[config.mk]
export PLATFORM = sky130hd
export DESIGN_NAME = isotp_reassembly_receiver_flat
export DESIGN_NICKNAME = d
export VERILOG_FILES = /design/src/design/isotp_rx_pkg.sv /design/src/design/isotp_rx_if.sv /design/src/design/isotp_rx_front.sv /design/src/design/isotp_rx_fifo.sv /design/src/design/isotp_rx_back.sv /design/src/design/isotp_reassembly_receiver.sv /design/src/flat_wrapper.sv
export SDC_FILE = /design/constraint.sdc
export NUM_CORES = 1
export LEC_CHECK = 0
export BUFFER_PORTS_ARGS = -buffer_cell sky130_fd_sc_hd__buf_2
export CORE_MARGIN = 3
export CORE_UTILIZATION = 28
export CTS_CLUSTER_SIZE = 20
export DETAILED_ROUTE_END_ITERATION = 8
export PLACE_DENSITY = 0.5
export SYNTH_ARGS = -nofsm -noshare
export SYNTH_HDL_FRONTEND = slang
export SYNTH_HIERARCHICAL = 1
export SYNTH_SLANG_ARGS = --single-unit
[constraint.sdc]
create_clock -name clk -period 14.95 [get_ports clk]
set_input_delay 2.2425 -clock clk [delete_from_list [all_inputs] [get_ports clk]]
set_output_delay 2.2425 -clock clk [all_outputs]
set_load 0.05 [all_outputs]
[src/design/isotp_rx_pkg.sv]
`default_nettype none
package isotp_rx_pkg;

  localparam int CMD_W    = 2;
  localparam int ID_W     = 11;
  localparam int DATA_W   = 64;
  localparam int BYTE_W   = 8;
  localparam int KIND_W   = 3;
  localparam int CNT_W    = 12;
  localparam int TICK_W   = 16;
  localparam int MAXLEN_W = 13;
  localparam int NB_W     = 3;
  localparam int PAY_W    = 56;

  localparam int APB_ADDR_W = 5;
  localparam int APB_DATA_W = 32;

  localparam int QUEUE_DEPTH_DEF = 2;

  // input commands
  localparam logic [CMD_W-1:0] CMD_START = 2'd0;
  localparam logic [CMD_W-1:0] CMD_FRAME = 2'd1;
  localparam logic [CMD_W-1:0] CMD_TICK  = 2'd2;

  // protocol control nibble
  localparam logic [3:0] PCI_SINGLE = 4'd0;
  localparam logic [3:0] PCI_FIRST  = 4'd1;
  localparam logic [3:0] PCI_CONSEC = 4'd2;

  localparam logic [7:0] NEG_RESP_SID   = 8'h7F;
  localparam logic [7:0] RESP_PENDING   = 8'h78;
  localparam logic [7:0] FC_CTS_BYTE    = 8'h30;
  localparam logic [3:0] SF_MAX_LEN     = 4'h7;
  localparam logic [7:0] LOW_NIBBLE     = 8'h0F;

  // register indexes
  localparam logic [2:0] REG_RESPONSE_ID = 3'd0;
  localparam logic [2:0] REG_FC_ID       = 3'd1;
  localparam logic [2:0] REG_FC_FILL     = 3'd2;
  localparam logic [2:0] REG_TIMEOUT     = 3'd3;
  localparam logic [2:0] REG_MAX_LEN     = 3'd4;

  localparam logic [ID_W-1:0]     RST_RESPONSE_ID = 11'd1914;
  localparam logic [ID_W-1:0]     RST_FC_ID       = 11'd1808;
  localparam logic [BYTE_W-1:0]   RST_FC_FILL     = 8'd85;
  localparam logic [TICK_W-1:0]   RST_TIMEOUT     = 16'd1000;
  localparam logic [MAXLEN_W-1:0] RST_MAX_LEN     = 13'd4096;

  typedef enum logic [KIND_W-1:0] {
    KIND_DATA    = 3'd0,
    KIND_FLOW    = 3'd1,
    KIND_DONE    = 3'd2,
    KIND_NO_RESP = 3'd3,
    KIND_PARTIAL = 3'd4
  } kind_t;

  typedef struct packed {
    logic [ID_W-1:0]     response_id;
    logic [ID_W-1:0]     flow_control_id;
    logic [BYTE_W-1:0]   fc_fill;
    logic [TICK_W-1:0]   timeout_ticks;
    logic [MAXLEN_W-1:0] max_len;
  } cfg_t;

  // one queued burst of results: payload bytes first, then an optional tail
  typedef struct packed {
    logic [PAY_W-1:0] payload;
    logic [NB_W-1:0]  nbytes;
    logic             has_tail;
    kind_t            tail;
    logic [CNT_W-1:0] rcv;
    logic [CNT_W-1:0] ann;
    logic             seen;
  } job_t;

endpackage
`default_nettype wire

[src/design/isotp_rx_if.sv]
`default_nettype none
interface isotp_rx_in_if;
  import isotp_rx_pkg::*;

  logic              valid;
  logic              ready;
  logic [CMD_W-1:0]  cmd;
  logic [ID_W-1:0]   frame_id;
  logic [DATA_W-1:0] frame_data;

  modport source (output valid, cmd, frame_id, frame_data, input ready);
  modport sink   (input valid, cmd, frame_id, frame_data, output ready);
endinterface

interface isotp_rx_out_if;
  import isotp_rx_pkg::*;

  logic              valid;
  logic              ready;
  logic [KIND_W-1:0] kind;
  logic [BYTE_W-1:0] data_byte;
  logic [ID_W-1:0]   send_id;
  logic [DATA_W-1:0] send_data;
  logic [CNT_W-1:0]  bytes_received;
  logic [CNT_W-1:0]  bytes_announced;
  logic              saw_any_frame;
  logic              last;

  modport source (output valid, kind, data_byte, send_id, send_data, bytes_received,
                  bytes_announced, saw_any_frame, last, input ready);
  modport sink   (input valid, kind, data_byte, send_id, send_data, bytes_received,
                  bytes_announced, saw_any_frame, last, output ready);
endinterface
`default_nettype wire

[src/design/isotp_rx_front.sv]
`default_nettype none
module isotp_rx_front (
  input  logic                clk,
  input  logic                rst_n,
  input  isotp_rx_pkg::cfg_t  cfg,
  isotp_rx_in_if.sink         in_ch,
  output logic                job_valid,
  output isotp_rx_pkg::job_t  job,
  input  logic                job_ready
);
  import isotp_rx_pkg::*;

  logic              waiting_r, waiting_nxt;
  logic              segmented_r, segmented_nxt;
  logic              seen_r, seen_nxt;
  logic [CNT_W-1:0]  rcv_r, rcv_nxt;
  logic [CNT_W-1:0]  ann_r, ann_nxt;
  logic [TICK_W-1:0] ticks_r, ticks_nxt;

  logic              accept;
  logic [7:0]        b0, b1, b3;
  logic [3:0]        pci, len_nib;
  logic [NB_W-1:0]   sf_len3, sf_len, ff_n, cf_n;
  logic              sf_pending;
  logic [CNT_W-1:0]  ff_ann, rem_ann, cf_rcv;
  logic [MAXLEN_W-1:0] rem_max;

  // min of a small limit and a count
  function automatic logic [NB_W-1:0] clamp_nb(input logic [NB_W-1:0] lim,
                                               input logic [MAXLEN_W-1:0] v);
    logic [NB_W-1:0] r;
    if (v < MAXLEN_W'(lim)) r = v[NB_W-1:0];
    else r = lim;
    return r;
  endfunction

  assign accept  = in_ch.valid && in_ch.ready;
  assign in_ch.ready = job_ready;

  assign b0      = in_ch.frame_data[63:56];
  assign b1      = in_ch.frame_data[55:48];
  assign b3      = in_ch.frame_data[39:32];
  assign pci     = b0[7:4];
  assign len_nib = b0[3:0] & LOW_NIBBLE[3:0];

  assign sf_len3    = (len_nib > SF_MAX_LEN) ? SF_MAX_LEN[NB_W-1:0] : len_nib[NB_W-1:0];
  assign sf_len     = clamp_nb(sf_len3, cfg.max_len);
  assign sf_pending = (sf_len == NB_W'(3)) && (b1 == NEG_RESP_SID) && (b3 == RESP_PENDING);

  assign ff_ann = {len_nib, b1};
  assign ff_n   = clamp_nb(clamp_nb(NB_W'(6), {1'b0, ff_ann}), cfg.max_len);

  assign rem_ann = (ann_r > rcv_r) ? ann_r - rcv_r : '0;
  assign rem_max = (cfg.max_len > {1'b0, rcv_r}) ? cfg.max_len - {1'b0, rcv_r} : '0;
  assign cf_n    = clamp_nb(clamp_nb(NB_W'(7), {1'b0, rem_ann}), rem_max);
  assign cf_rcv  = rcv_r + CNT_W'(cf_n);

  always_comb begin
    waiting_nxt   = waiting_r;
    segmented_nxt = segmented_r;
    seen_nxt      = seen_r;
    rcv_nxt       = rcv_r;
    ann_nxt       = ann_r;
    ticks_nxt     = ticks_r;
    job_valid     = 1'b0;
    job           = '0;
    job.tail      = KIND_DONE;
    if (accept) begin
      case (in_ch.cmd)
        CMD_START: begin
          waiting_nxt   = 1'b1;
          segmented_nxt = 1'b0;
          seen_nxt      = 1'b0;
          rcv_nxt       = '0;
          ann_nxt       = '0;
          ticks_nxt     = cfg.timeout_ticks;
        end
        CMD_TICK: begin
          if (waiting_r) begin
            if (ticks_r > TICK_W'(1)) begin
              ticks_nxt = ticks_r - TICK_W'(1);
            end else begin
              ticks_nxt     = '0;
              waiting_nxt   = 1'b0;
              job_valid     = 1'b1;
              job.has_tail  = 1'b1;
              job.tail      = (segmented_r && rcv_r != '0) ? KIND_PARTIAL : KIND_NO_RESP;
              job.rcv       = rcv_r;
              job.ann       = ann_r;
              job.seen      = seen_r;
            end
          end
        end
        CMD_FRAME: begin
          if (waiting_r && in_ch.frame_id == cfg.response_id) begin
            seen_nxt = 1'b1;
            case (pci)
              PCI_SINGLE: begin
                if (sf_pending) begin
                  ticks_nxt = cfg.timeout_ticks;
                end else begin
                  rcv_nxt      = CNT_W'(sf_len);
                  waiting_nxt  = 1'b0;
                  job_valid    = 1'b1;
                  job.payload  = in_ch.frame_data[PAY_W-1:0];
                  job.nbytes   = sf_len;
                  job.has_tail = 1'b1;
                  job.tail     = KIND_DONE;
                  job.rcv      = CNT_W'(sf_len);
                  job.ann      = ann_r;
                  job.seen     = 1'b1;
                end
              end
              PCI_FIRST: begin
                ann_nxt       = ff_ann;
                segmented_nxt = 1'b1;
                rcv_nxt       = CNT_W'(ff_n);
                ticks_nxt     = cfg.timeout_ticks;
                job_valid     = 1'b1;
                job.payload   = {in_ch.frame_data[47:0], 8'h00};
                job.nbytes    = ff_n;
                job.has_tail  = 1'b1;
                job.tail      = KIND_FLOW;
              end
              PCI_CONSEC: begin
                rcv_nxt      = cf_rcv;
                ticks_nxt    = cfg.timeout_ticks;
                job.payload  = in_ch.frame_data[PAY_W-1:0];
                job.nbytes   = cf_n;
                job.tail     = KIND_DONE;
                job.rcv      = cf_rcv;
                job.ann      = ann_r;
                job.seen     = 1'b1;
                if (cf_rcv >= ann_r) begin
                  waiting_nxt  = 1'b0;
                  job.has_tail = 1'b1;
                end
                job_valid = (cf_n != '0) || (cf_rcv >= ann_r);
              end
              default: ;
            endcase
          end
        end
        default: ;
      endcase
    end
  end

  always_ff @(posedge clk) begin
    if (!rst_n) begin
      waiting_r   <= 1'b0;
      segmented_r <= 1'b0;
      seen_r      <= 1'b0;
      rcv_r       <= '0;
      ann_r       <= '0;
      ticks_r     <= '0;
    end else begin
      waiting_r   <= waiting_nxt;
      segmented_r <= segmented_nxt;
      seen_r      <= seen_nxt;
      rcv_r       <= rcv_nxt;
      ann_r       <= ann_nxt;
      ticks_r     <= ticks_nxt;
    end
  end

endmodule
`default_nettype wire

[src/design/isotp_rx_fifo.sv]
`default_nettype none
module isotp_rx_fifo #(
  parameter int DEPTH = isotp_rx_pkg::QUEUE_DEPTH_DEF
) (
  input  logic               clk,
  input  logic               rst_n,
  input  logic               push_valid,
  input  isotp_rx_pkg::job_t push_data,
  output logic               push_ready,
  output logic               pop_valid,
  output isotp_rx_pkg::job_t pop_data,
  input  logic               pop_ready
);
  import isotp_rx_pkg::*;

  localparam int PW = $clog2(DEPTH);
  localparam int CW = $clog2(DEPTH + 1);

  job_t          mem_r [DEPTH];
  logic [PW-1:0] wr_ptr_r, rd_ptr_r;
  logic [CW-1:0] count_r;
  logic          do_push, do_pop;

  assign push_ready = (count_r != CW'(DEPTH));
  assign pop_valid  = (count_r != '0);
  assign pop_data   = mem_r[rd_ptr_r];
  assign do_push    = push_valid && push_ready;
  assign do_pop     = pop_valid && pop_ready;

  always_ff @(posedge clk) begin
    if (!rst_n) begin
      wr_ptr_r <= '0;
      rd_ptr_r <= '0;
      count_r  <= '0;
    end else begin
      if (do_push) begin
        wr_ptr_r <= (wr_ptr_r == PW'(DEPTH - 1)) ? '0 : wr_ptr_r + PW'(1);
      end
      if (do_pop) begin
        rd_ptr_r <= (rd_ptr_r == PW'(DEPTH - 1)) ? '0 : rd_ptr_r + PW'(1);
      end
      if (do_push && !do_pop) count_r <= count_r + CW'(1);
      else if (do_pop && !do_push) count_r <= count_r - CW'(1);
    end
  end

  always_ff @(posedge clk) begin
    if (do_push) mem_r[wr_ptr_r] <= push_data;
  end

endmodule
`default_nettype wire

[src/design/isotp_rx_back.sv]
`default_nettype none
module isotp_rx_back (
  input  logic               clk,
  input  logic               rst_n,
  input  isotp_rx_pkg::cfg_t cfg,
  input  logic               job_valid,
  input  isotp_rx_pkg::job_t job,
  output logic               job_ready,
  isotp_rx_out_if.source     out_ch
);
  import isotp_rx_pkg::*;

  logic              busy_r;
  job_t              cur_r;
  logic              out_valid_r;
  kind_t             kind_r;
  logic [BYTE_W-1:0] byte_r;
  logic [ID_W-1:0]   sid_r;
  logic [DATA_W-1:0] sdata_r;
  logic [CNT_W-1:0]  rcv_r, ann_r;
  logic              saw_r, last_r;

  logic              emit, is_byte, is_last, is_status;
  logic [DATA_W-1:0] fc_frame;

  assign emit      = busy_r && (!out_valid_r || out_ch.ready);
  assign is_byte   = (cur_r.nbytes != '0);
  assign is_last   = is_byte ? (cur_r.nbytes == NB_W'(1) && !cur_r.has_tail) : 1'b1;
  assign is_status = (cur_r.tail != KIND_FLOW);
  assign job_ready = !busy_r || (emit && is_last);
  assign fc_frame  = {FC_CTS_BYTE, 16'h0000, {5{cfg.fc_fill}}};

  assign out_ch.valid           = out_valid_r;
  assign out_ch.kind            = kind_r;
  assign out_ch.data_byte       = byte_r;
  assign out_ch.send_id         = sid_r;
  assign out_ch.send_data       = sdata_r;
  assign out_ch.bytes_received  = rcv_r;
  assign out_ch.bytes_announced = ann_r;
  assign out_ch.saw_any_frame   = saw_r;
  assign out_ch.last            = last_r;

  always_ff @(posedge clk) begin
    if (!rst_n) begin
      busy_r      <= 1'b0;
      out_valid_r <= 1'b0;
    end else begin
      if (job_ready) busy_r <= job_valid;
      if (emit) out_valid_r <= 1'b1;
      else if (out_ch.ready) out_valid_r <= 1'b0;
    end
  end

  always_ff @(posedge clk) begin
    if (job_ready && job_valid) begin
      cur_r <= job;
    end else if (emit && is_byte) begin
      // advance to the next payload byte
      cur_r.payload <= cur_r.payload << BYTE_W;
      cur_r.nbytes  <= cur_r.nbytes - NB_W'(1);
    end
    if (emit) begin
      last_r <= is_last;
      if (is_byte) begin
        kind_r  <= KIND_DATA;
        byte_r  <= cur_r.payload[PAY_W-1 -: BYTE_W];
        sid_r   <= '0;
        sdata_r <= '0;
        rcv_r   <= '0;
        ann_r   <= '0;
        saw_r   <= 1'b0;
      end else begin
        kind_r  <= cur_r.tail;
        byte_r  <= '0;
        sid_r   <= is_status ? '0 : cfg.flow_control_id;
        sdata_r <= is_status ? '0 : fc_frame;
        rcv_r   <= is_status ? cur_r.rcv : '0;
        ann_r   <= is_status ? cur_r.ann : '0;
        saw_r   <= is_status && cur_r.seen;
      end
    end
  end

endmodule
`default_nettype wire

[src/design/isotp_reassembly_receiver.sv]
// Path: the first result of an item passes the job queue, the job register of the output
// sequencer and the output register. Throughput: one item per cycle at the input while the
// job queue has room; the output sequencer then drives one word per cycle while not stalled.
// Reset: rst_n is synchronous, active low; it idles the exchange, empties the queue and
// the output register, and returns the configuration registers to their default values.
`default_nettype none
module isotp_reassembly_receiver #(
  parameter int QUEUE_DEPTH = isotp_rx_pkg::QUEUE_DEPTH_DEF
) (
  input  logic                                 clk,
  input  logic                                 rst_n,
  isotp_rx_in_if.sink                          in_ch,
  isotp_rx_out_if.source                       out_ch,
  input  logic                                 psel,
  input  logic                                 penable,
  input  logic                                 pwrite,
  input  logic [isotp_rx_pkg::APB_ADDR_W-1:0]  paddr,
  input  logic [isotp_rx_pkg::APB_DATA_W-1:0]  pwdata,
  output logic [isotp_rx_pkg::APB_DATA_W-1:0]  prdata,
  output logic                                 pready
);
  import isotp_rx_pkg::*;

  logic [ID_W-1:0]     resp_id_r;
  logic [ID_W-1:0]     fc_id_r;
  logic [BYTE_W-1:0]   fill_r;
  logic [TICK_W-1:0]   timeout_r;
  logic [MAXLEN_W-1:0] max_len_r;
  logic [2:0]          reg_idx;
  logic                wr_en;
  cfg_t                cfg;

  logic q_push_valid, q_push_ready, q_pop_valid, q_pop_ready;
  job_t q_push_data, q_pop_data;

  assign pready  = 1'b1;
  assign reg_idx = paddr[APB_ADDR_W-1:2];
  assign wr_en   = psel && penable && pwrite && pready;

  always_ff @(posedge clk) begin
    if (!rst_n) begin
      resp_id_r <= RST_RESPONSE_ID;
      fc_id_r   <= RST_FC_ID;
      fill_r    <= RST_FC_FILL;
      timeout_r <= RST_TIMEOUT;
      max_len_r <= RST_MAX_LEN;
    end else if (wr_en) begin
      unique case (reg_idx)
        REG_RESPONSE_ID: resp_id_r <= pwdata[ID_W-1:0];
        REG_FC_ID:       fc_id_r   <= pwdata[ID_W-1:0];
        REG_FC_FILL:     fill_r    <= pwdata[BYTE_W-1:0];
        REG_TIMEOUT:     timeout_r <= pwdata[TICK_W-1:0];
        REG_MAX_LEN:     max_len_r <= pwdata[MAXLEN_W-1:0];
        default: ;
      endcase
    end
  end

  always_comb begin
    unique case (reg_idx)
      REG_RESPONSE_ID: prdata = APB_DATA_W'(resp_id_r);
      REG_FC_ID:       prdata = APB_DATA_W'(fc_id_r);
      REG_FC_FILL:     prdata = APB_DATA_W'(fill_r);
      REG_TIMEOUT:     prdata = APB_DATA_W'(timeout_r);
      REG_MAX_LEN:     prdata = APB_DATA_W'(max_len_r);
      default:         prdata = '0;
    endcase
  end

  assign cfg.response_id     = resp_id_r;
  assign cfg.flow_control_id = fc_id_r;
  assign cfg.fc_fill         = fill_r;
  assign cfg.timeout_ticks   = timeout_r;
  assign cfg.max_len         = max_len_r;

  isotp_rx_front u_front (
    .clk       (clk),
    .rst_n     (rst_n),
    .cfg       (cfg),
    .in_ch     (in_ch),
    .job_valid (q_push_valid),
    .job       (q_push_data),
    .job_ready (q_push_ready)
  );

  isotp_rx_fifo #(
    .DEPTH (QUEUE_DEPTH)
  ) u_queue (
    .clk        (clk),
    .rst_n      (rst_n),
    .push_valid (q_push_valid),
    .push_data  (q_push_data),
    .push_ready (q_push_ready),
    .pop_valid  (q_pop_valid),
    .pop_data   (q_pop_data),
    .pop_ready  (q_pop_ready)
  );

  isotp_rx_back u_back (
    .clk       (clk),
    .rst_n     (rst_n),
    .cfg       (cfg),
    .job_valid (q_pop_valid),
    .job       (q_pop_data),
    .job_ready (q_pop_ready),
    .out_ch    (out_ch)
  );

endmodule
`default_nettype wire

[src/flat_wrapper.sv]
// flat-port wrapper written by rule: the top's interface ports become plain ports
module isotp_reassembly_receiver_flat import isotp_rx_pkg::*;
#(
  parameter int QUEUE_DEPTH = isotp_rx_pkg::QUEUE_DEPTH_DEF
)
  (clk, rst_n, psel, penable, pwrite, paddr, pwdata, prdata, pready, in_ch_valid, in_ch_cmd, in_ch_frame_id, in_ch_frame_data, in_ch_ready, out_ch_valid, out_ch_kind, out_ch_data_byte, out_ch_send_id, out_ch_send_data, out_ch_bytes_received, out_ch_bytes_announced, out_ch_saw_any_frame, out_ch_last, out_ch_ready);
  isotp_rx_in_if in_ch_i ();
  isotp_rx_out_if out_ch_i ();
  input  logic clk;
  input  logic rst_n;
  input  logic psel;
  input  logic penable;
  input  logic pwrite;
  input  logic [isotp_rx_pkg::APB_ADDR_W-1:0] paddr;
  input  logic [isotp_rx_pkg::APB_DATA_W-1:0] pwdata;
  output logic [isotp_rx_pkg::APB_DATA_W-1:0] prdata;
  output logic pready;
  input wire logic [$bits(in_ch_i.valid)-1:0] in_ch_valid;
  input wire logic [$bits(in_ch_i.cmd)-1:0] in_ch_cmd;
  input wire logic [$bits(in_ch_i.frame_id)-1:0] in_ch_frame_id;
  input wire logic [$bits(in_ch_i.frame_data)-1:0] in_ch_frame_data;
  output wire logic [$bits(in_ch_i.ready)-1:0] in_ch_ready;
  output wire logic [$bits(out_ch_i.valid)-1:0] out_ch_valid;
  output wire logic [$bits(out_ch_i.kind)-1:0] out_ch_kind;
  output wire logic [$bits(out_ch_i.data_byte)-1:0] out_ch_data_byte;
  output wire logic [$bits(out_ch_i.send_id)-1:0] out_ch_send_id;
  output wire logic [$bits(out_ch_i.send_data)-1:0] out_ch_send_data;
  output wire logic [$bits(out_ch_i.bytes_received)-1:0] out_ch_bytes_received;
  output wire logic [$bits(out_ch_i.bytes_announced)-1:0] out_ch_bytes_announced;
  output wire logic [$bits(out_ch_i.saw_any_frame)-1:0] out_ch_saw_any_frame;
  output wire logic [$bits(out_ch_i.last)-1:0] out_ch_last;
  input wire logic [$bits(out_ch_i.ready)-1:0] out_ch_ready;
  assign in_ch_i.valid = in_ch_valid;
  assign in_ch_i.cmd = in_ch_cmd;
  assign in_ch_i.frame_id = in_ch_frame_id;
  assign in_ch_i.frame_data = in_ch_frame_data;
  assign in_ch_ready = in_ch_i.ready;
  assign out_ch_valid = out_ch_i.valid;
  assign out_ch_kind = out_ch_i.kind;
  assign out_ch_data_byte = out_ch_i.data_byte;
  assign out_ch_send_id = out_ch_i.send_id;
  assign out_ch_send_data = out_ch_i.send_data;
  assign out_ch_bytes_received = out_ch_i.bytes_received;
  assign out_ch_bytes_announced = out_ch_i.bytes_announced;
  assign out_ch_saw_any_frame = out_ch_i.saw_any_frame;
  assign out_ch_last = out_ch_i.last;
  assign out_ch_i.ready = out_ch_ready;
  isotp_reassembly_receiver #(.QUEUE_DEPTH(QUEUE_DEPTH)) u_core (.clk(clk), .rst_n(rst_n), .in_ch(in_ch_i), .out_ch(out_ch_i), .psel(psel), .penable(penable), .pwrite(pwrite), .paddr(paddr), .pwdata(pwdata), .prdata(prdata), .pready(pready));
endmodule
### After elaboration in Yosys (flattened, before gate mapping)

Memory sizes are Yosys's and may differ from the RTL's. A register that Yosys moved wholly into a read port is not among the register bits.
Cells that the tools add are included.

| storage, ports and cells | value |
|---|---|
| bits in registers | 308 |
| memory bits (writable) | 176 |
| word-level logic and storage cells | 192 |
| memories | 1 |

| cells by class | value |
|---|---|
| add/subtract/negate cells | 9 |
| magnitude comparators | 10 |
| eq/ne operators | 24 |
| muxes and demuxes | 66 |
| bitwise operators | 1 |
| reduce and logical (&&, ||, !) cells | 49 |

Memories:

| name | words | bits a word | rd ports | clocked after Yosys merged registers in | wr ports | RTL line | text |
|---|---|---|---|---|---|---|---|
| u_core.u_queue.mem_r | 2 | 88 | 1 | 1 | 1 | isotp_rx_fifo.sv:19 | `job_t mem_r [DEPTH];` |

Operators by type and width:

| operator | number |
|---|---|
| $mux 88 | 3 |
| $pmux 63 s3 | 1 |
| $mux 59 | 3 |
| $pmux 16 s5 | 1 |
| $mux 16 | 4 |
| $mux 62 | 1 |
| $mux 12 | 5 |
| $mux 29 | 2 |
| $pmux 29 s2 | 1 |
| $pmux 25 s2 | 1 |
| $pmux 12 s2 | 2 |
| $pmux 16 s3 | 1 |
| $lt 13x3->1 | 3 |
| $pmux 12 s3 | 1 |
| $pmux 16 s2 | 1 |
| $lt 12x3->1 const B | 2 |
| $mux 1 | 23 |
| $mux 3 | 7 |
| $eq 8x7->1 const B | 2 |
| $gt 16x1->1 const B | 1 |
| $logic_and 1x1->1 | 16 |
| $sub 16x1->16 const B | 1 |
| $gt 13x12->1 | 1 |
| $mux 13 | 1 |
| other kinds (42) | 75 |

### Longest topological paths before layout

| depth | value |
|---|---|
| depth after elaboration | 18 |
| mapped depth | 43 |

### Hierarchy

Netlist, hierarchy kept.

Modules (own cells, without submodules):

| module | times used | cells each | area an instance (µm²) |
|---|---|---|---|
| isotp_rx_fifo | 1 | 298 | 6668.9 |
| isotp_rx_back | 1 | 356 | 6232.2 |
| isotp_rx_front | 1 | 855 | 6025.8 |
| isotp_reassembly_receiver | 1 | 327 | 3025.4 |

### Worst setup path after synthesis

Ideal clock, no wire load.

| path | value |
|---|---|
| kind | register -> register |
| from | reg u_core.u_front.ann_r[0] |
| to | mem u_core/u_queue/mem_r[1][0] (netlist name) (enable) |
| setup time | 457 ps |
| arrival | 8953 ps |
| data required time | 14493 ps |
| setup slack | 5541 ps |
| stages on the path, launching flop included | 39 |
| path buffers | 1 |
| cell sequence | dfxtp_1 inv_1 ha_1 fa_1 nor2b_1 o211ai_1 a31o_1 nor4b_1 o41ai_2 nor3_1 a21o_1 ha_1 a21oi_1 o21ai_0 or4_4 a211oi_2 nand4b_1 o31ai_4 (+3 left out) inv_1 fa_1 inv_1 a21o_1 and2_1 clkbuf_1 nand3_1 xnor2_1 ha_1 nand2_1 nor3_1 o21ai_0 a21o_1 o211a_1 nand2_1 o21ai_0 o41ai_1 and3_1 |

| on the way | value |
|---|---|
| cells in the longest elaborated chain, start to end | 16 |
| elaborated cells between the ends (all ways) | 18 |

Ends and longest elaborated chain:

| element | RTL line | text |
|---|---|---|
| from (decl) | isotp_rx_front.sv:17 | `logic [CNT_W-1:0] ann_r, ann_nxt;` |
| from (signal assigned) | isotp_rx_front.sv:162 | `ann_r <= ann_nxt;` |
| $sub 12x12->12 or $gt 12x12->1 (tied branches) | isotp_rx_front.sv:53 | `assign rem_ann = (ann_r > rcv_r) ? ann_r - rcv_r : '0;` |
| $mux 12 | isotp_rx_front.sv:53 |  |
| $lt 12x3->1 | isotp_rx_front.sv:32 | `if (v < MAXLEN_W'(lim)) r = v[NB_W-1:0];` |
| $mux 3 | isotp_rx_front.sv:32 |  |
| $lt 13x3->1 | isotp_rx_front.sv:32 |  |
| $mux 3 | isotp_rx_front.sv:32 |  |
| $add 12x3->12 | isotp_rx_front.sv:56 | `assign cf_rcv = rcv_r + CNT_W'(cf_n);` |
| $ge 12x12->1 | isotp_rx_front.sv:138 | `job_valid = (cf_n != '0) \|\| (cf_rcv >= ann_r);` |
| $logic_or 1x1->1 * | isotp_rx_front.sv:138 |  |
| $pmux 1 s3 * | isotp_rx_front.sv:97 | `case (pci)` |
| $mux 1 * | isotp_rx_front.sv:95 | `if (waiting_r && in_ch.frame_id == cfg.response_id) begin` |
| $pmux 1 s2 * | isotp_rx_front.sv:69 | `case (in_ch.cmd)` |
| $mux 1 * | isotp_rx_front.sv:68 | `if (accept) begin` |
| named net u_core.q_push_valid | isotp_reassembly_receiver.sv:33 | `logic q_push_valid, q_push_ready, q_pop_valid, q_pop_ready;` |
| $logic_and 1x1->1 * | isotp_rx_fifo.sv:27 | `assign do_push = push_valid && push_ready;` |
| $mux 1 * | isotp_rx_fifo.sv:48 | `if (do_push) mem_r[wr_ptr_r] <= push_data;` |
| $mux 1 (implied by the code) * | isotp_rx_fifo.sv:48 |  |
| to (decl) | isotp_rx_fifo.sv:19 |  |

The timed path passes the listed nets; every way through them passes the cells marked *.

### Worst setup path in the final report

| path | value |
|---|---|
| from | reg u_core.u_front.rcv_r[2] |
| to | mem u_core/u_queue/mem_r[0][22] (netlist name) (enable) |

| on the way | value |
|---|---|
| cells in the longest elaborated chain, start to end | 16 |
| elaborated cells between the ends (all ways) | 21 |

Ends and longest elaborated chain:

| element | RTL line | text |
|---|---|---|
| from (decl) | isotp_rx_front.sv:16 | `logic [CNT_W-1:0] rcv_r, rcv_nxt;` |
| from (signal assigned) | isotp_rx_front.sv:161 | `rcv_r <= rcv_nxt;` |
| $sub 12x12->12 or $gt 12x12->1 (tied branches) | isotp_rx_front.sv:53 |  |
| $mux 12 | isotp_rx_front.sv:53 |  |
| $lt 12x3->1 | isotp_rx_front.sv:32 |  |
| $mux 3 | isotp_rx_front.sv:32 |  |
| $lt 13x3->1 | isotp_rx_front.sv:32 |  |
| $mux 3 | isotp_rx_front.sv:32 |  |
| $add 12x3->12 | isotp_rx_front.sv:56 |  |
| $ge 12x12->1 | isotp_rx_front.sv:138 |  |
| $logic_or 1x1->1 * | isotp_rx_front.sv:138 |  |
| $pmux 1 s3 * | isotp_rx_front.sv:97 |  |
| $mux 1 * | isotp_rx_front.sv:95 |  |
| $pmux 1 s2 * | isotp_rx_front.sv:69 |  |
| $mux 1 * | isotp_rx_front.sv:68 |  |
| named net u_core.q_push_valid | isotp_reassembly_receiver.sv:33 |  |
| $logic_and 1x1->1 * | isotp_rx_fifo.sv:27 |  |
| $mux 1 * | isotp_rx_fifo.sv:48 |  |
| $mux 1 (implied by the code) * | isotp_rx_fifo.sv:48 |  |

Marked as above.

==> results.ini <==
[placed_design]
hpwlAfterDp_um=41100
gp_congestion=0.856
portBuffers=210
dp.cells=2978

[final_layout]
multi_input_area_um2=8950
ff_latch_area_um2=11800
n_fill_cell=7950
area_growth_pct=14.6
fin_nets=2171
drive_above_1_share_pct=24.8
stdcell_count=3076
final_util_pct=32.4

[synth]
yosysUniqueCellTypes=108
synthCells=1836
yosysSeqAreaShare_pct=53.9
synthTopCellsByCount=edfxtp_1 (321), nand2_1 (118), dfxtp_1 (109), nor2_1 (109), a22oi_1 (82)
synth_seq_cells=430
synth_top_area_cell=edfxtp_1
yosys_most_used_dff=edfxtp_1
yosys.area.top_type_share_pct=43.9
yosys-top-cells-area=edfxtp_1 (44%), dfxtp_1 (9.9%), mux2_4 (4.8%)
async_flop_share_pct=0
avgSynthCellArea_um2=12.0
synth_edf_count=321
ys_warn_count=6
synthesis.area_um2=22000
yosys.cell_count.top_type=edfxtp_1

[clock_tree]
ctsHtreeMaxLevel=2
cts_resized=0
path_clk_slew_ns=0.06
cts_tree=done
cts_root_buf=clkbuf_16
cts_setup_buffers=0
cts_num_sinks=430
cts_buffer_depth=3
numCtsBuffers=51
holdBufCountCts=0
clk_latency_ns=0.61

[global_routing]
grt_max_degree=76
grt_pass1_vias=14500
grtUsageTotal_pct=13.8
antenna_found_initial=14
grt_overflow=0
grt_pass1_wl_um=87900

[die]
initial_core_util_pct=28.3
dieHeight_um=286
die_area_um2=81800
core_um2=77600
io_pins=268
die_width_um=286
rows=102

[critical_path]
critPathMaxStageDelay_ns=0.69
timing.rr.start=u_core/u_front/rcv_r[2]
critPathTopFamily=compound AO/OA/AOI/OAI gates
cp_max_fo=48
worst_path_max_delay_cell=buf_4
worst_ep_required_time_ns=15.13
r2r-end=u_core/u_queue/mem_r[0][22]
critPathKind=register to register
crit_path_frequent_cell=ha_1
end_kind=register
path_buf_inv=5
rrSetupSlack_ns=4.96
rr_worst_depth=38
arrival_ns=10.17
startpoint_type=register

[sta]
slew_violations=0
slew_headroom_pct=30.0
rsz0062_at_grt=false
fin_crit_sh_pct=66.8
setup_tns_ns=0
setup_viol=0
fin_crit_ns=9.99
hold_viol_final=0
worst-slew-pin-transition_ns=1.05
fmax_mhz=100
clock-skew-final_ns=0.0679

[drt]
drt_iter0_drc=1089
drt-total-wl_um=58600
drtAntennaViolNets=0
drt-pass1-iter-count=5
via_per_inst=4.72
vias=14500
drc_errors=0
avgRoutedWirePerCell_um=19.1

[power]
clkPwrFrac_pct=29.3
p_leak_nw=9.21
internal-power_w=0.00265
share_comb_of_total_power_pct=28.8
ir_worst_vdd_mv=0.114
power_density_nw_per_um2=158
p_sw_w=0.00132
swShare_pct=33.2
pwr-share-seq_pct=41.9
p_total_w=0.00396

[min_path]
min_from=u_core/fill_r[1]
whs_endpoint=u_core/fill_r[1]
hp-class=register to register
hold_depth=2

[run]
maxCapViolCount=0

[status]
status=finished, final reports clean

==> cells in the final DEF (no fill, tap or decap), drive strengths merged, types with 20 or more instances in the layout <==
master,Yosys,layout
nor3,30,30
inv,81,82
mux2,146,146
o211ai,20,20
mux2i,54,54
a22oi,82,82
a21oi,55,55
edfxtp,321,321
ha,56,56
and2,81,81
o21ai,54,54
xnor2,33,33
clkbuf,48,66
clkinv,1,23
nand2,120,120
dfxtp,109,109
conb,3,39
buf,116,230
nand3,36,36
nor2b,42,42
nor2,112,112
==> routing by layer <==
| layer | wire, um | GRT usage (%) | part of all wire, % | vias up |
|---|---|---|---|---|
| met5 | 0 | 0 | 0 | - |
| met4 | 1900 | 4.95 | 3.2 | 0 |
| met3 | 3280 | 2.82 | 5.6 | 98 |
| met2 | 27800 | 22.9 | 47 | 412 |
| met1 | 25600 | 17.9 | 44 | 7066 |
| li1 | - | - | - | 6949 |
==> logic make-up after synthesis <==
family,after synthesis,synth area share [%]
compound gates,334,10.9
xor+xnor,40,1.60
fa+ha+maj,59,3.47
buf+inv,246,6.18
flops,430,53.9
mux,200,11.1
other cells,3,0.0513
simple gates,524,12.8
==> worst register-to-register path: cells and delay by family (launching register included) <==
kind	cells	cell delay, ns
AO/OA/AOI/OAI	16	3.49
AND/OR/NAND/NOR	11	2.11
buffers and inverters	5	1.68
adder cells (fa/ha/maj)	5	1.58
flip-flops	1	0.47
XOR/XNOR	1	0.20
==> per-stage QoR <==
step	hold slack (ns)	cell area, um2	worst slack [ns]
2_1_floorplan	0.440	22100	5.54
3_3_place_gp	0.454	23600	5.05
3_5_place_dp	0.468	23600	5.06
4_1_cts	0.477	25200	4.95
5_1_grt	0.498	25200	4.26
6_report	0.479	25200	4.96
==> worst max path at each step <==
stage                                       start                          end  slack (ns)  cells past startpoint
after floorplan           u_core/u_front/ann_r[0]   u_core/u_queue/mem_r[1][0]        5.54                     38
after global placement    u_core/u_front/ann_r[0]  u_core/u_queue/mem_r[0][19]        5.05                     39
after detailed placement  u_core/u_front/ann_r[0]  u_core/u_queue/mem_r[0][19]        5.06                     40
after CTS                 u_core/u_front/ann_r[0]  u_core/u_queue/mem_r[0][22]        4.95                     40
after global routing      u_core/u_front/ann_r[0]  u_core/u_queue/mem_r[0][22]        4.26                     40
final                     u_core/u_front/rcv_r[2]  u_core/u_queue/mem_r[0][22]        4.96                     38
==> power by group through the flow <==
stage	clock [W]	sequential, W	combinational, W
after global routing	0.00125	0.00168	0.00123
final	0.00116	0.00166	0.00114
after global placement	0	0.00169	0.00116
after detailed placement	0	0.00169	0.00116
after floorplan	0	0.00182	0.000805
after CTS	0.00120	0.00167	0.00116
==> flip-flops by register name (all words and copies together) (netlist names), 2 cells and up, named ones only <==
| signal | flops |
|---|---|
| u_core/u_back/out_ch.send_data | 9 |
| u_core/u_back/cur_r | 88 |
| u_core/u_back/out_ch.bytes_received | 12 |
| u_core/u_queue/mem_r | 176 |
| u_core/u_front/ann_r | 12 |
| u_core/timeout_r | 16 |
| u_core/u_queue/count_r | 2 |
| u_core/resp_id_r | 11 |
| u_core/u_back/out_ch.data_byte | 8 |
| u_core/u_back/out_ch.bytes_announced | 12 |
| u_core/max_len_r | 13 |
| u_core/u_front/rcv_r | 12 |
| u_core/u_back/out_ch.kind | 3 |
| u_core/u_front/ticks_r | 16 |
| u_core/fill_r | 8 |
| u_core/fc_id_r | 11 |
| u_core/u_back/out_ch.send_id | 11 |
==> area by class of cell <==
type / count / share of cell area, %
well taps: 1040 / 5.17
diodes: 4 / 0.0398
flip-flops and latches: 430 / 47.0
inverters: 82 / 1.23
clock inverters: 28 / 0.825
clock buffers: 66 / 5.38
multi-input cells: 1196 / 35.6
repair buffers: 230 / 4.78
Note: power is estimated with default switching activity, not from simulation.
